`src/sv/esclu_pkg.sv`:
```
// Shared types, constants and helpers for the encoder countdown lock.
// No dependencies; imported by every module of the block.
package esclu_pkg;

    localparam int unsigned SPM_W     = 4;
    localparam int unsigned MIN_W     = 10;
    localparam int unsigned ACC_W     = 5;
    localparam int unsigned SEC_W     = 16;
    localparam int unsigned ADDR_W    = 3;
    localparam int unsigned DATA_W    = 32;

    localparam logic [SPM_W-1:0] SPM_RESET     = 4'd5;
    localparam logic [MIN_W-1:0] MAX_RESET     = 10'd999;
    localparam logic [MIN_W-1:0] MINUTES_CAP   = 10'd999;
    localparam logic [SEC_W-1:0] SECS_PER_MIN  = 16'd60;
    localparam logic [SEC_W:0]   ROUND_UP_ADD  = 17'd59;

    // Register index, taken from paddr[2]
    localparam logic REG_SPM = 1'b0;
    localparam logic REG_MAX = 1'b1;

    typedef enum logic [1:0] {
        FUNC_STEP  = 2'd0,
        FUNC_PRESS = 2'd1,
        FUNC_TICK  = 2'd2
    } t_func;

    typedef struct packed {
        logic [SPM_W-1:0] steps_per_minute;
        logic [MIN_W-1:0] max_minutes;
    } t_cfg;

    typedef struct packed {
        logic             locked;
        logic [MIN_W-1:0] shown_minutes;
        logic             expired;
    } t_result;

    // Remaining seconds rounded up to whole minutes: (s + 59) / 60.
    // Divide by 4 with a shift, then by 15 through a reciprocal:
    // 34953 / 2^19 overshoots 1/15 by less than 1/32 over a 15-bit range,
    // which never carries past the next integer.
    function automatic logic [MIN_W-1:0] round_up_minutes(input logic [SEC_W-1:0] secs);
        logic [SEC_W:0]   sum;
        logic [SEC_W-2:0] quarter;
        logic [30:0]      prod;
        sum      = {1'b0, secs} + ROUND_UP_ADD;
        quarter  = sum[SEC_W:2];
        prod     = 31'(quarter) * 31'd34953;
        return prod[19 +: MIN_W];
    endfunction

endpackage

```
`src/sv/esclu_cfg_regs.sv`:
```
// Configuration registers behind an APB-style port.
// Depends on esclu_pkg for the register map and the t_cfg struct.
module esclu_cfg_regs
    import esclu_pkg::*;
(
    input  logic              i_clk,
    input  logic              i_rst_n,
    input  logic              psel,
    input  logic              penable,
    input  logic              pwrite,
    input  logic [ADDR_W-1:0] paddr,
    input  logic [DATA_W-1:0] pwdata,
    output logic [DATA_W-1:0] prdata,
    output logic              pready,
    output t_cfg              o_cfg
);

    logic [SPM_W-1:0] r_spm;
    logic [MIN_W-1:0] r_max;
    logic             wr_en;

    assign pready = 1'b1;
    assign wr_en  = psel & penable & pwrite;

    always_ff @(posedge i_clk) begin
        if (!i_rst_n) begin
            r_spm <= SPM_RESET;
            r_max <= MAX_RESET;
        end else if (wr_en) begin
            case (paddr[2])
                REG_SPM: r_spm <= pwdata[SPM_W-1:0];
                REG_MAX: r_max <= pwdata[MIN_W-1:0];
                default: r_spm <= r_spm;
            endcase
        end
    end

    always_comb begin
        case (paddr[2])
            REG_SPM: prdata = DATA_W'(r_spm);
            REG_MAX: prdata = DATA_W'(r_max);
            default: prdata = '0;
        endcase
    end

    assign o_cfg.steps_per_minute = r_spm;
    assign o_cfg.max_minutes      = r_max;

endmodule

```
`src/sv/esclu_core.sv`:
```
// Lock state and its next-state logic; forms the result of one event.
// Depends on esclu_pkg for t_cfg, t_result, event codes and rounding.
module esclu_core
    import esclu_pkg::*;
(
    input  logic       i_clk,
    input  logic       i_rst_n,
    input  t_cfg       i_cfg,
    input  logic       i_advance,
    input  logic [1:0] i_func,
    input  logic       i_turn_ccw,
    output t_result    o_result,
    output logic       o_locked_state
);

    logic                    r_locked, n_locked;
    logic signed [ACC_W-1:0] r_acc, n_acc;
    logic [MIN_W-1:0]        r_set, n_set;
    logic [SEC_W-1:0]        r_secs, n_secs;
    logic                    n_expired;

    logic signed [ACC_W-1:0] acc_inc, acc_dec, spm_pos, spm_neg;
    logic [MIN_W-1:0]        upper;

    assign spm_pos = $signed({1'b0, i_cfg.steps_per_minute});
    assign spm_neg = -spm_pos;
    assign acc_inc = r_acc + 5'sd1;
    assign acc_dec = r_acc - 5'sd1;
    assign upper   = (i_cfg.max_minutes > MINUTES_CAP) ? MINUTES_CAP : i_cfg.max_minutes;

    always_comb begin
        n_locked  = r_locked;
        n_acc     = r_acc;
        n_set     = r_set;
        n_secs    = r_secs;
        n_expired = 1'b0;
        case (i_func)
            FUNC_STEP: begin
                if (!r_locked) begin
                    if (!i_turn_ccw) begin
                        n_acc = acc_inc;
                        if (acc_inc >= spm_pos) begin
                            n_acc = '0;
                            if (r_set < upper) n_set = r_set + 1'b1;
                        end
                    end else begin
                        n_acc = acc_dec;
                        if (acc_dec <= spm_neg) begin
                            n_acc = '0;
                            if (r_set != '0) n_set = r_set - 1'b1;
                        end
                    end
                end
            end
            FUNC_PRESS: begin
                if (!r_locked && r_set != '0) begin
                    n_secs   = SEC_W'(SEC_W'(r_set) * SECS_PER_MIN);
                    n_locked = 1'b1;
                end
            end
            FUNC_TICK: begin
                if (r_locked) begin
                    if (r_secs != '0) begin
                        n_secs = r_secs - 1'b1;
                    end else begin
                        n_locked  = 1'b0;
                        n_set     = '0;
                        n_secs    = '0;
                        n_expired = 1'b1;
                    end
                end
            end
            default: n_expired = 1'b0;
        endcase
    end

    always_ff @(posedge i_clk) begin
        if (!i_rst_n) begin
            r_locked <= 1'b0;
            r_acc    <= '0;
            r_set    <= '0;
            r_secs   <= '0;
        end else if (i_advance) begin
            r_locked <= n_locked;
            r_acc    <= n_acc;
            r_set    <= n_set;
            r_secs   <= n_secs;
        end
    end

    assign o_result.locked        = n_locked;
    assign o_result.shown_minutes = n_locked ? round_up_minutes(n_secs) : n_set;
    assign o_result.expired       = n_expired;
    assign o_locked_state         = r_locked;

endmodule

```
`src/sv/encoder_set_countdown_lock_unit.sv`:
```
// Top level of the encoder countdown lock: event input register, core, result register.
// Depends on esclu_pkg, esclu_cfg_regs and esclu_core.
//
//  channel  | handshake               | payload
//  ---------+-------------------------+------------------------------------------
//  events   | i_valid / o_stall       | i_func, i_turn_ccw
//  results  | o_valid / i_stall       | o_locked, o_shown_minutes, o_expired
//  config   | psel, penable, pwrite   | paddr, pwdata, prdata, pready (always 1)
//
// One event per cycle sustained while i_stall is low. An accepted event waits in
// the input register; the core applies it at the edge that writes its result into
// the result register and raises o_valid. A result-side stall can hold it there.
// Reset (synchronous, active low) unlocks, clears minutes, seconds and the
// step accumulator, and loads 5 steps per minute and 999 maximum minutes.
// A stall on the result side backs up through both registers; o_stall rises
// only when both hold a transaction and the result is not being taken.
module encoder_set_countdown_lock_unit
    import esclu_pkg::*;
(
    input  logic              i_clk,
    input  logic              i_rst_n,
    // event transactions
    input  logic              i_valid,
    output logic              o_stall,
    input  logic [1:0]        i_func,
    input  logic              i_turn_ccw,
    // result transactions
    output logic              o_valid,
    input  logic              i_stall,
    output logic              o_locked,
    output logic [MIN_W-1:0]  o_shown_minutes,
    output logic              o_expired,
    // configuration
    input  logic              psel,
    input  logic              penable,
    input  logic              pwrite,
    input  logic [ADDR_W-1:0] paddr,
    input  logic [DATA_W-1:0] pwdata,
    output logic [DATA_W-1:0] prdata,
    output logic              pready
);

    t_cfg       cfg;
    t_result    core_res;
    logic       core_locked;

    logic       r_in_valid;
    logic [1:0] r_func;
    logic       r_ccw;
    logic       r_out_valid;
    t_result    r_out;

    logic       out_free;
    logic       advance;
    logic       in_load;

    esclu_cfg_regs u_cfg (
        .i_clk   (i_clk),
        .i_rst_n (i_rst_n),
        .psel    (psel),
        .penable (penable),
        .pwrite  (pwrite),
        .paddr   (paddr),
        .pwdata  (pwdata),
        .prdata  (prdata),
        .pready  (pready),
        .o_cfg   (cfg)
    );

    // Result register can take a new transaction when empty or being drained
    assign out_free = !r_out_valid || !i_stall;
    // Apply the held event to the lock state when its result has a place
    assign advance  = r_in_valid && out_free;
    assign in_load  = i_valid && !o_stall;
    assign o_stall  = r_in_valid && !out_free;

    esclu_core u_core (
        .i_clk          (i_clk),
        .i_rst_n        (i_rst_n),
        .i_cfg          (cfg),
        .i_advance      (advance),
        .i_func         (r_func),
        .i_turn_ccw     (r_ccw),
        .o_result       (core_res),
        .o_locked_state (core_locked)
    );

    // Input register: hold the event until the core consumes it
    always_ff @(posedge i_clk) begin
        if (!i_rst_n) begin
            r_in_valid <= 1'b0;
        end else if (in_load) begin
            r_in_valid <= 1'b1;
        end else if (advance) begin
            r_in_valid <= 1'b0;
        end
    end

    always_ff @(posedge i_clk) begin
        if (in_load) begin
            r_func <= i_func;
            r_ccw  <= i_turn_ccw;
        end
    end

    // Result register: hold while stalled, refill on advance, drop when taken
    always_ff @(posedge i_clk) begin
        if (!i_rst_n) begin
            r_out_valid <= 1'b0;
        end else if (advance) begin
            r_out_valid <= 1'b1;
        end else if (!i_stall) begin
            r_out_valid <= 1'b0;
        end
    end

    always_ff @(posedge i_clk) begin
        if (advance) begin
            r_out <= core_res;
        end
    end

    assign o_valid         = r_out_valid;
    assign o_locked        = r_out.locked;
    assign o_shown_minutes = r_out.shown_minutes;
    assign o_expired       = r_out.expired;

`ifndef SYNTHESIS
    // An expiry result always reports the unlocked state with cleared minutes
    a_expired_clears: assert property (@(posedge i_clk) disable iff (!i_rst_n)
        r_out_valid && o_expired |-> !o_locked && o_shown_minutes == '0)
        else $error("expiry result not unlocked with zero minutes");

    // A newly written result reports the lock state the core keeps afterwards
    a_lock_matches: assert property (@(posedge i_clk) disable iff (!i_rst_n)
        advance |=> o_locked == core_locked)
        else $error("result lock bit differs from core state");

    // Input side stalls only when the input register holds a transaction
    a_stall_needs_item: assert property (@(posedge i_clk) disable iff (!i_rst_n)
        !r_in_valid |-> !o_stall)
        else $error("stall raised with empty input register");
`endif

endmodule
```
`config.mk`:
```
export PLATFORM = sky130hd
export DESIGN_NAME = encoder_set_countdown_lock_unit
export DESIGN_NICKNAME = d
export VERILOG_FILES = /design/src/sv/esclu_pkg.sv /design/src/sv/esclu_cfg_regs.sv /design/src/sv/esclu_core.sv /design/src/sv/encoder_set_countdown_lock_unit.sv
export SDC_FILE = /design/constraint.sdc
export NUM_CORES = 1
export LEC_CHECK = 0
export BUFFER_PORTS_ARGS = -buffer_cell sky130_fd_sc_hd__buf_2
export CAP_MARGIN = 15
export CORE_UTILIZATION = 50
export CTS_BUF_LIST = sky130_fd_sc_hd__clkbuf_4
export CTS_CLUSTER_DIAMETER = 100
export DETAILED_ROUTE_END_ITERATION = 12
export HOLD_SLACK_MARGIN = 0.15
export PLACE_DENSITY = 0.72
export SYNTH_ARGS = -nofsm -noshare
export SYNTH_HDL_FRONTEND = slang
export SYNTH_SLANG_ARGS = --single-unit
```
`constraint.sdc`:
```
create_clock -name i_clk -period 8 [get_ports i_clk]
set_input_delay 0.4 -clock i_clk [delete_from_list [all_inputs] [get_ports i_clk]]
set_output_delay 0.4 -clock i_clk [all_outputs]
set_load 0.02 [all_outputs]
```
==> impl_metrics.csv, run 1 <==
group,metric,value,unit
outcome,run_status,"finished clean",
setup_path,required,8190,ps
floorplan,die_area,17030,sq um
cells_and_area,final_layout_size_suffix_gt1_share,22.64,%
pwr,peakVddDrop,106.2,uV
logic_synthesis,netlist-cell-type-count,85,
logic_synthesis,yosysTopAreaCellShare,21.37,%
setup_path,worstPathMaxFanout,6,
logic_synthesis,yosys_most_used_dff,"sky130_fd_sc_hd__dfxtp_1",
logic_synthesis,post-synth-top-area-cell,"sky130_fd_sc_hd__ha_1",
timing,final-max-slew-violation-count,0,
floorplan,start_util,51.60,%
detailed_routing,number_of_search_and_repair_iterations_in_the_first_detailed_routing_pass,5,
clock_network,longest_clk_path_bufs,2,
timing,slew_headroom,35.16,%
cells_and_area,nNetsFinal,1332,
detailed_routing,drt_wl_total,22550,um
logic_synthesis,postSynth.asyncResetShare,0,%
cells_and_area,final_cell_count_no_fill,1330,
timing,transition_time_at_the_pin_with_the_least_slew_margin,972.7,ps
floorplan,floorplan.core_area,16000,sq um
grt,antenna_found_initial,1,
pwr,power_density,142.1,nW/um^2
setup_path,crit_path_start_kind,"register",
clock_network,clock_insertion_delay_worst_skew,470,ps
setup_path,critPathSlowestCell,"sky130_fd_sc_hd__fa_2",
detailed_routing,drt.antenna.violating_nets,0,
detailed_routing,wire_per_inst,16.96,um
timing,finalHoldWorstSlack,168.9,ps
placement,port_buffers,44,
detailed_routing,initial_drt_markers,685,
grt,leftover_overflow_at_the_end_of_global_routing,0,
setup_path,rr_startpoint,"u_core.r_set[2]",
cells_and_area,multiInputGateArea,6610,sq um
grt,grt_pass1_vias,7060,
timing,setup-violations-final,0,
clock_network,path_clk_slew,130,ps
grt,global_route.usage.total,26.72,%
clock_network,clk_root_buffer_cell,"sky130_fd_sc_hd__clkbuf_4",
setup_path,critical_path.startpoint,"u_core.r_set[2]",
logic_synthesis,synth_edf_count,15,
floorplan,die_width,130.5,um
placement,hpwl,16800,um
grt,grt_max_degree,34,
timing,finClkSkew,22.75,ps
placement,gpl.final_weighted_congestion,0.9548,
detailed_routing,detailroute.via_count,7720,
setup_path,cp_endpoint_kind,"register",
min_path,holdCritStartpoint,"pwdata[0]",
cells_and_area,fillers,1359,
setup_path,rrSetupSlack,180,ps
min_path,worstHoldPathType,"in2reg",
floorplan,rows,46,
setup_path,cp_slowest_stage_delay,560,ps
timing,final_period_minus_worst_setup_slack,7824,ps
detailed_routing,drt_drc_violations_left,0,
pwr,power_leakage,4.743,nW
floorplan,io-pin-count,92,
cells_and_area,syn_to_final_growth,20.70,%
grt,grt_pass1_wl,35420,um
logic_synthesis,ys_seq_elements,63,
logic_synthesis,synthMostInstantiatedCell,"sky130_fd_sc_hd__ha_1",
run,maxCapViolCount,0,
clock_network,tritoncts,"done",
cells_and_area,area_used_by_sequential_logic_in_the_layout,1416,sq um
placement,post-place-cells,1289,
logic_synthesis,synth.yosys.warnings,0,
detailed_routing,via_per_inst,5.805,
logic_synthesis,dominant_cells_by_area_after_synthesis,"sky130_fd_sc_hd__ha_1, sky130_fd_sc_hd__dfxtp_1, sky130_fd_sc_hd__fa_1",
timing,hold_viol,0,
clock_network,cts.sinks,63,
setup_path,setup.worst_path.class,"reg2reg",
logic_synthesis,synthesis.area,8257,sq um
logic_synthesis,syn_inst,983,
setup_path,worst-endpoint-arrival,8010,ps
clock_network,htree_num_levels,3,
logic_synthesis,synth_commonest_cells,"sky130_fd_sc_hd__ha_1, sky130_fd_sc_hd__inv_1, sky130_fd_sc_hd__nand2_1",
clock_network,numCtsBuffers,9,
floorplan,die_h,130.5,um
timing,final_cycle_share,97.81,%
logic_synthesis,synth-seq-area-share,17.09,%
timing,fmax,127.8,MHz
logic_synthesis,syn-mean-instance-area,8.399,sq um
==> cells in the final DEF (no fill, tap or decap), drive strengths merged, types with 13 or more instances in the layout <==
cell type,count
nor2,69
dlygate4sd3,13
and2,16
nor3,28
a211oi,28
a21o,16
nand2,75
fa,38
dfxtp,48
conb,23
inv,127
xnor2,17
edfxtp,15
ha,141
a21oi,36
o21ai,40
buf,132
nand3,23
nand4,21
==> registers in the layout (all words and copies together), names as in the netlist <==
signal and flops:
r_ccw 1, u_cfg.r_max 10, o_valid 1, u_core.r_set 10, r_func 2, u_core.r_secs 16, u_core.o_locked_state 1, o_expired 1
o_locked 1, u_core.r_acc 5, u_cfg.r_spm 4, o_shown_minutes 10, r_in_valid 1
==> worst max-delay path: cells and delay by family, from the launching register on <==
kind                     cells  cell delay [ps]
adder cells (fa/ha/maj)      9             3560
AND/OR/NAND/NOR              7             1540
AO/OA/AOI/OAI                8             1510
buffers and inverters        5              560
flip-flops                   1              360
==> final cells by class <==
class	instances	area share [%]
Clock buffer	10	0.7533
Tap cell	216	2.712
Clock inverter	6	0.6152
Sequential cell	63	14.21
Inverter	128	4.896
Timing Repair Buffer	145	10.46
Antenna cell	1	0.02511
Multi-Input combinational cell	761	66.33
==> kinds of logic (layout without fill, tap and decap cells) <==
kind of cell / count (synthesis) / in the layout / synth area share [%]
AND/OR/NAND/NOR: 290 / 290 / 18.23
AO/OA/AOI/OAI: 228 / 228 / 19.79
buffers and inverters: 180 / 289 / 9.395
adder cells (fa/ha/maj): 179 / 179 / 30.58
flip-flops: 63 / 63 / 17.09
XOR/XNOR: 26 / 26 / 2.925
multiplexers: 15 / 15 / 1.894
other: 2 / 24 / 0.09096
==> where the power goes <==
group / internal (mW) / switching [mW]
combinational: 0.357 / 0.465
sequential: 0.345 / 0.0172
clock: 0.0974 / 0.135
==> what timing repair did <==
item	4_1_cts	5_1_grt
setup endpoints to repair	10	10
hold buffers	13	0
pin swaps	10	64
buffers inserted	4	7
gates resized for setup	30	70
endpoints found under the hold margin	13	0
==> worst paths after layout <==
| check | to | depth (start not counted) |
|---|---|---|
| worst max-delay path | o_shown_minutes[1] | 29 |
| worst max register to register | o_shown_minutes[1] | 29 |
| worst min register to register | u_cfg.r_max[4] | 2 |
| worst min-delay path | u_cfg.r_max[0] | 3 |
==> metal layers <==
layer / vias up / GRT usage [%] / part of all wire (%)
met5: - / 0 / 0
met2: 263 / 40.80 / 45
li1: 3731 / - / -
met4: 0 / 7.911 / 1.7
met1: 3691 / 38.40 / 47
met3: 35 / 4.601 / 6.1
==> stage by stage <==
stage | setup TNS [ps] | cell area (sq um) | total power, mW | util (%) | worst slack, ps
after floorplan | 0 | 8335 | 0.8514 | - | 4.948
after global placement | -1011 | 9121 | 1.017 | 57.01 | -156.2
after detailed placement | -1844 | 9121 | 1.031 | 57.01 | -265.1
after CTS | 0 | 9500 | 1.290 | 59.38 | 16.06
after global routing | -164.4 | 9966 | 1.533 | 62.29 | -65.11
final | 0 | 9966 | 1.416 | 62.29 | 175.5
Power figures use the tool's default switching activity.
==> inputs of run 2 (changes only) <==
- ABC_AREA: unset -> 1
- CTS_CLUSTER_SIZE: unset -> 40
==> run 2 against run 1 <==
Against the previous run: sequential cell count stayed put; utilization shrank 6.9 points; power is 80% higher; design area is 3.8% lower; non-clock buffer count down 74; largest cell class unchanged.
==> impl_metrics.csv, run 2 <==
group,metric,value,unit
outcome,run_status,"finished clean",
logic_synthesis,ys_seq_elements,63,
cells_and_area,insertedDiodeCount,0,
logic_synthesis,synth.yosys.warnings,0,
floorplan,die_h,135.2,um
timing,setup_repair_after_global_routing_missed_its_margin,"false",
detailed_routing,wire_per_inst,14.16,um
detailed_routing,drt_wl_total,21800,um
logic_synthesis,syn_inst,1252,
timing,transition_time_at_the_pin_with_the_least_slew_margin,1007,ps
grt,grt_pass1_wl,36050,um
timing,finClkSkew,18.08,ps
logic_synthesis,synthesis.area,8877,sq um
detailed_routing,initial_drt_markers,411,
timing,hold_viol,0,
clock_network,clk_root_buffer_cell,"sky130_fd_sc_hd__clkbuf_4",
timing,slew_headroom,32.72,%
logic_synthesis,synth-seq-area-share,15.90,%
placement,dp_worst_setup_slack,144.7,ps
cells_and_area,regMostFlops,"u_core.r_secs",
detailed_routing,detailroute.via_count,8144,
setup_path,worst-endpoint-arrival,7770,ps
clock_network,numCtsBuffers,9,
cells_and_area,syn_to_final_growth,7.949,%
pwr,peakVddDrop,490.2,uV
logic_synthesis,dominant_cells_by_area_after_synthesis,"sky130_fd_sc_hd__ha_1, sky130_fd_sc_hd__dfxtp_1, sky130_fd_sc_hd__nand2_1",
setup_path,setup.worst_path.class,"reg2reg",
placement,port_buffers,44,
clock_network,path_clk_slew,130,ps
pwr,power_leakage,5.147,nW
logic_synthesis,postSynth.asyncResetShare,0,%
floorplan,rows,48,
setup_path,crit_path_start_kind,"register",
clock_network,htree_num_levels,3,
setup_path,cp_slowest_stage_delay,560,ps
floorplan,die_width,135.2,um
timing,fin_worst_setup_slack,439.8,ps
cells_and_area,fillers,1699,
setup_path,critPathSlowestCell,"sky130_fd_sc_hd__fa_1",
logic_synthesis,post-synth-top-area-cell,"sky130_fd_sc_hd__ha_1",
grt,leftover_overflow_at_the_end_of_global_routing,0,
floorplan,floorplan.core_area,17300,sq um
logic_synthesis,yosys_most_used_dff,"sky130_fd_sc_hd__dfxtp_1",
timing,final_cycle_share,94.50,%
detailed_routing,drt.antenna.violating_nets,0,
placement,hpwl,17600,um
detailed_routing,via_per_inst,5.292,
timing,final_period_minus_worst_setup_slack,7560,ps
grt,antenna_found_initial,0,
logic_synthesis,syn-mean-instance-area,7.090,sq um
cells_and_area,most_common_library_cell_in_the_layout_ignoring_fill_and_taps,"sky130_fd_sc_hd__nand2_1",
cells_and_area,largest_reg_flops,16,
timing,fmax,132.3,MHz
logic_synthesis,netlist-cell-type-count,52,
setup_path,worstPathMaxFanout,8,
clock_network,tritoncts,"done",
grt,grt_max_degree,47,
clock_network,cts.sinks,63,
detailed_routing,number_of_search_and_repair_iterations_in_the_first_detailed_routing_pass,5,
clock_network,clock_insertion_delay_worst_skew,450,ps
logic_synthesis,synth_commonest_cells,"sky130_fd_sc_hd__nand2_1, sky130_fd_sc_hd__inv_1, sky130_fd_sc_hd__ha_1",
floorplan,die_area,18290,sq um
timing,final-max-slew-violation-count,0,
setup_path,cp_endpoint_kind,"register",
setup_path,required,8210,ps
cells_and_area,final_layout_size_suffix_gt1_share,12.71,%
placement,gpl.final_weighted_congestion,0.9611,
clock_network,longest_clk_path_bufs,2,
cells_and_area,mostFrequentLayoutCells,"sky130_fd_sc_hd__nand2_1, sky130_fd_sc_hd__inv_1, sky130_fd_sc_hd__ha_1, sky130_fd_sc_hd__nand3_1, sky130_fd_sc_hd__a21oi_1",
run,maxCapViolCount,0,
logic_synthesis,synth_edf_count,15,
timing,setup-violations-final,0,
pwr,power_density,265.2,nW/um^2
floorplan,io-pin-count,92,
detailed_routing,drt_drc_violations_left,0,
timing,setup_tns,0,ps
logic_synthesis,synthMostInstantiatedCell,"sky130_fd_sc_hd__nand2_1",
grt,global_route.usage.total,24.78,%
grt,grt_pass1_vias,7563,
floorplan,start_util,51.32,%
min_path,worstHoldPathType,"in2reg",
cells_and_area,nNetsFinal,1533,
logic_synthesis,yosysTopAreaCellShare,19.87,%
[run 2: changes by cell type after synthesis, sizes merged, moves of 25 or more]
cell / previous run / this run
nand2: 75 / 259
nor2: 69 / 94
a211oi: 28 / 2
o21ai: 40 / 99
inv: 127 / 226
nand3: 23 / 98
a21oi: 36 / 91
[run 2: power by group]
part / switching, mW / internal (mW)
combinational: 1.22 / 0.698
sequential: 0.0257 / 0.361
clock: 0.140 / 0.100
total: 1.38 / 1.16
[run 2: logic make-up (layout without fill, tap and decap cells)]
kind of cell	count (synthesis)	count (layout)	synth area share (%)
and+or+nand+nor	487	487	26.33
buffers and inverters	274	315	13.19
AOI/OAI and AO/OA	221	221	13.49
adders and majority gates	179	179	28.44
DFF	63	63	15.90
xor gates and xnor gates	26	26	2.565
other	2	23	0.08460
[run 2: path summary, 6_finish.rpt]
| path | from | end | slack (ps) | cells past startpoint |
|---|---|---|---|---|
| setup / recovery | u_core.r_set[2] | o_shown_minutes[7] | 440 | 33 |
| hold / removal | pwdata[4] | u_cfg.r_max[4] | 180 | 3 |
| setup reg to reg | u_core.r_set[2] | o_shown_minutes[7] | 440 | 33 |
| hold reg to reg | u_cfg.r_max[1] | u_cfg.r_max[1] | 500 | 2 |
[run 2: stage by stage]
stage	utilization, %	instances	hold WS [ps]	total power [mW]	instance area, sq um
finish	55.40	1539	175.5	2.542	9583
global route	55.40	1539	160.7	2.831	9583
CTS	54.93	1536	156.5	2.508	9500
detailed placement	53.63	1512	477.5	2.257	9276
global placement	53.63	1512	480.9	2.214	9276
floorplan	-	1273	451.2	1.817	8956
[run 2: what timing repair did]
| action | 4_1_cts | 5_1_grt |
|---|---|---|
| buffers inserted | 0 | 3 |
| endpoints found under the setup margin | 0 | 8 |
| hold buffers | 8 | 0 |
| gates resized for setup | 0 | 27 |
| endpoints found under the hold margin | 8 | 0 |
[run 2: per-layer routing]
metal | track usage, % | part of all wire, % | up-vias
met5 | 0 | 0 | -
met4 | 8.427 | 2.7 | 0
met3 | 3.367 | 4.8 | 37
met2 | 39.83 | 45 | 235
met1 | 33.95 | 47 | 3725
li1 | - | - | 4147
[run 2: layout make-up]
class | instances | area, sq um | area share [%]
repair buffers | 71 | 442.9 | 4.622
inverters | 228 | 865.8 | 9.035
well taps | 225 | 281.5 | 2.938
clock inverters | 6 | 68.82 | 0.7181
clock buffers | 10 | 75.07 | 0.7834
flip-flops and latches | 63 | 1421 | 14.83
multi-input cells | 936 | 6427 | 67.07
[run 2: worst max-delay path, delay by kind of cell, from the launching register on]
kind	cells	cell delay, ps
AOI/OAI and AO/OA	6	1240
xor gates and xnor gates	2	540
adders and majority gates	9	3690
buffers and inverters	6	510
DFF	1	340
and+or+nand+nor	10	1020
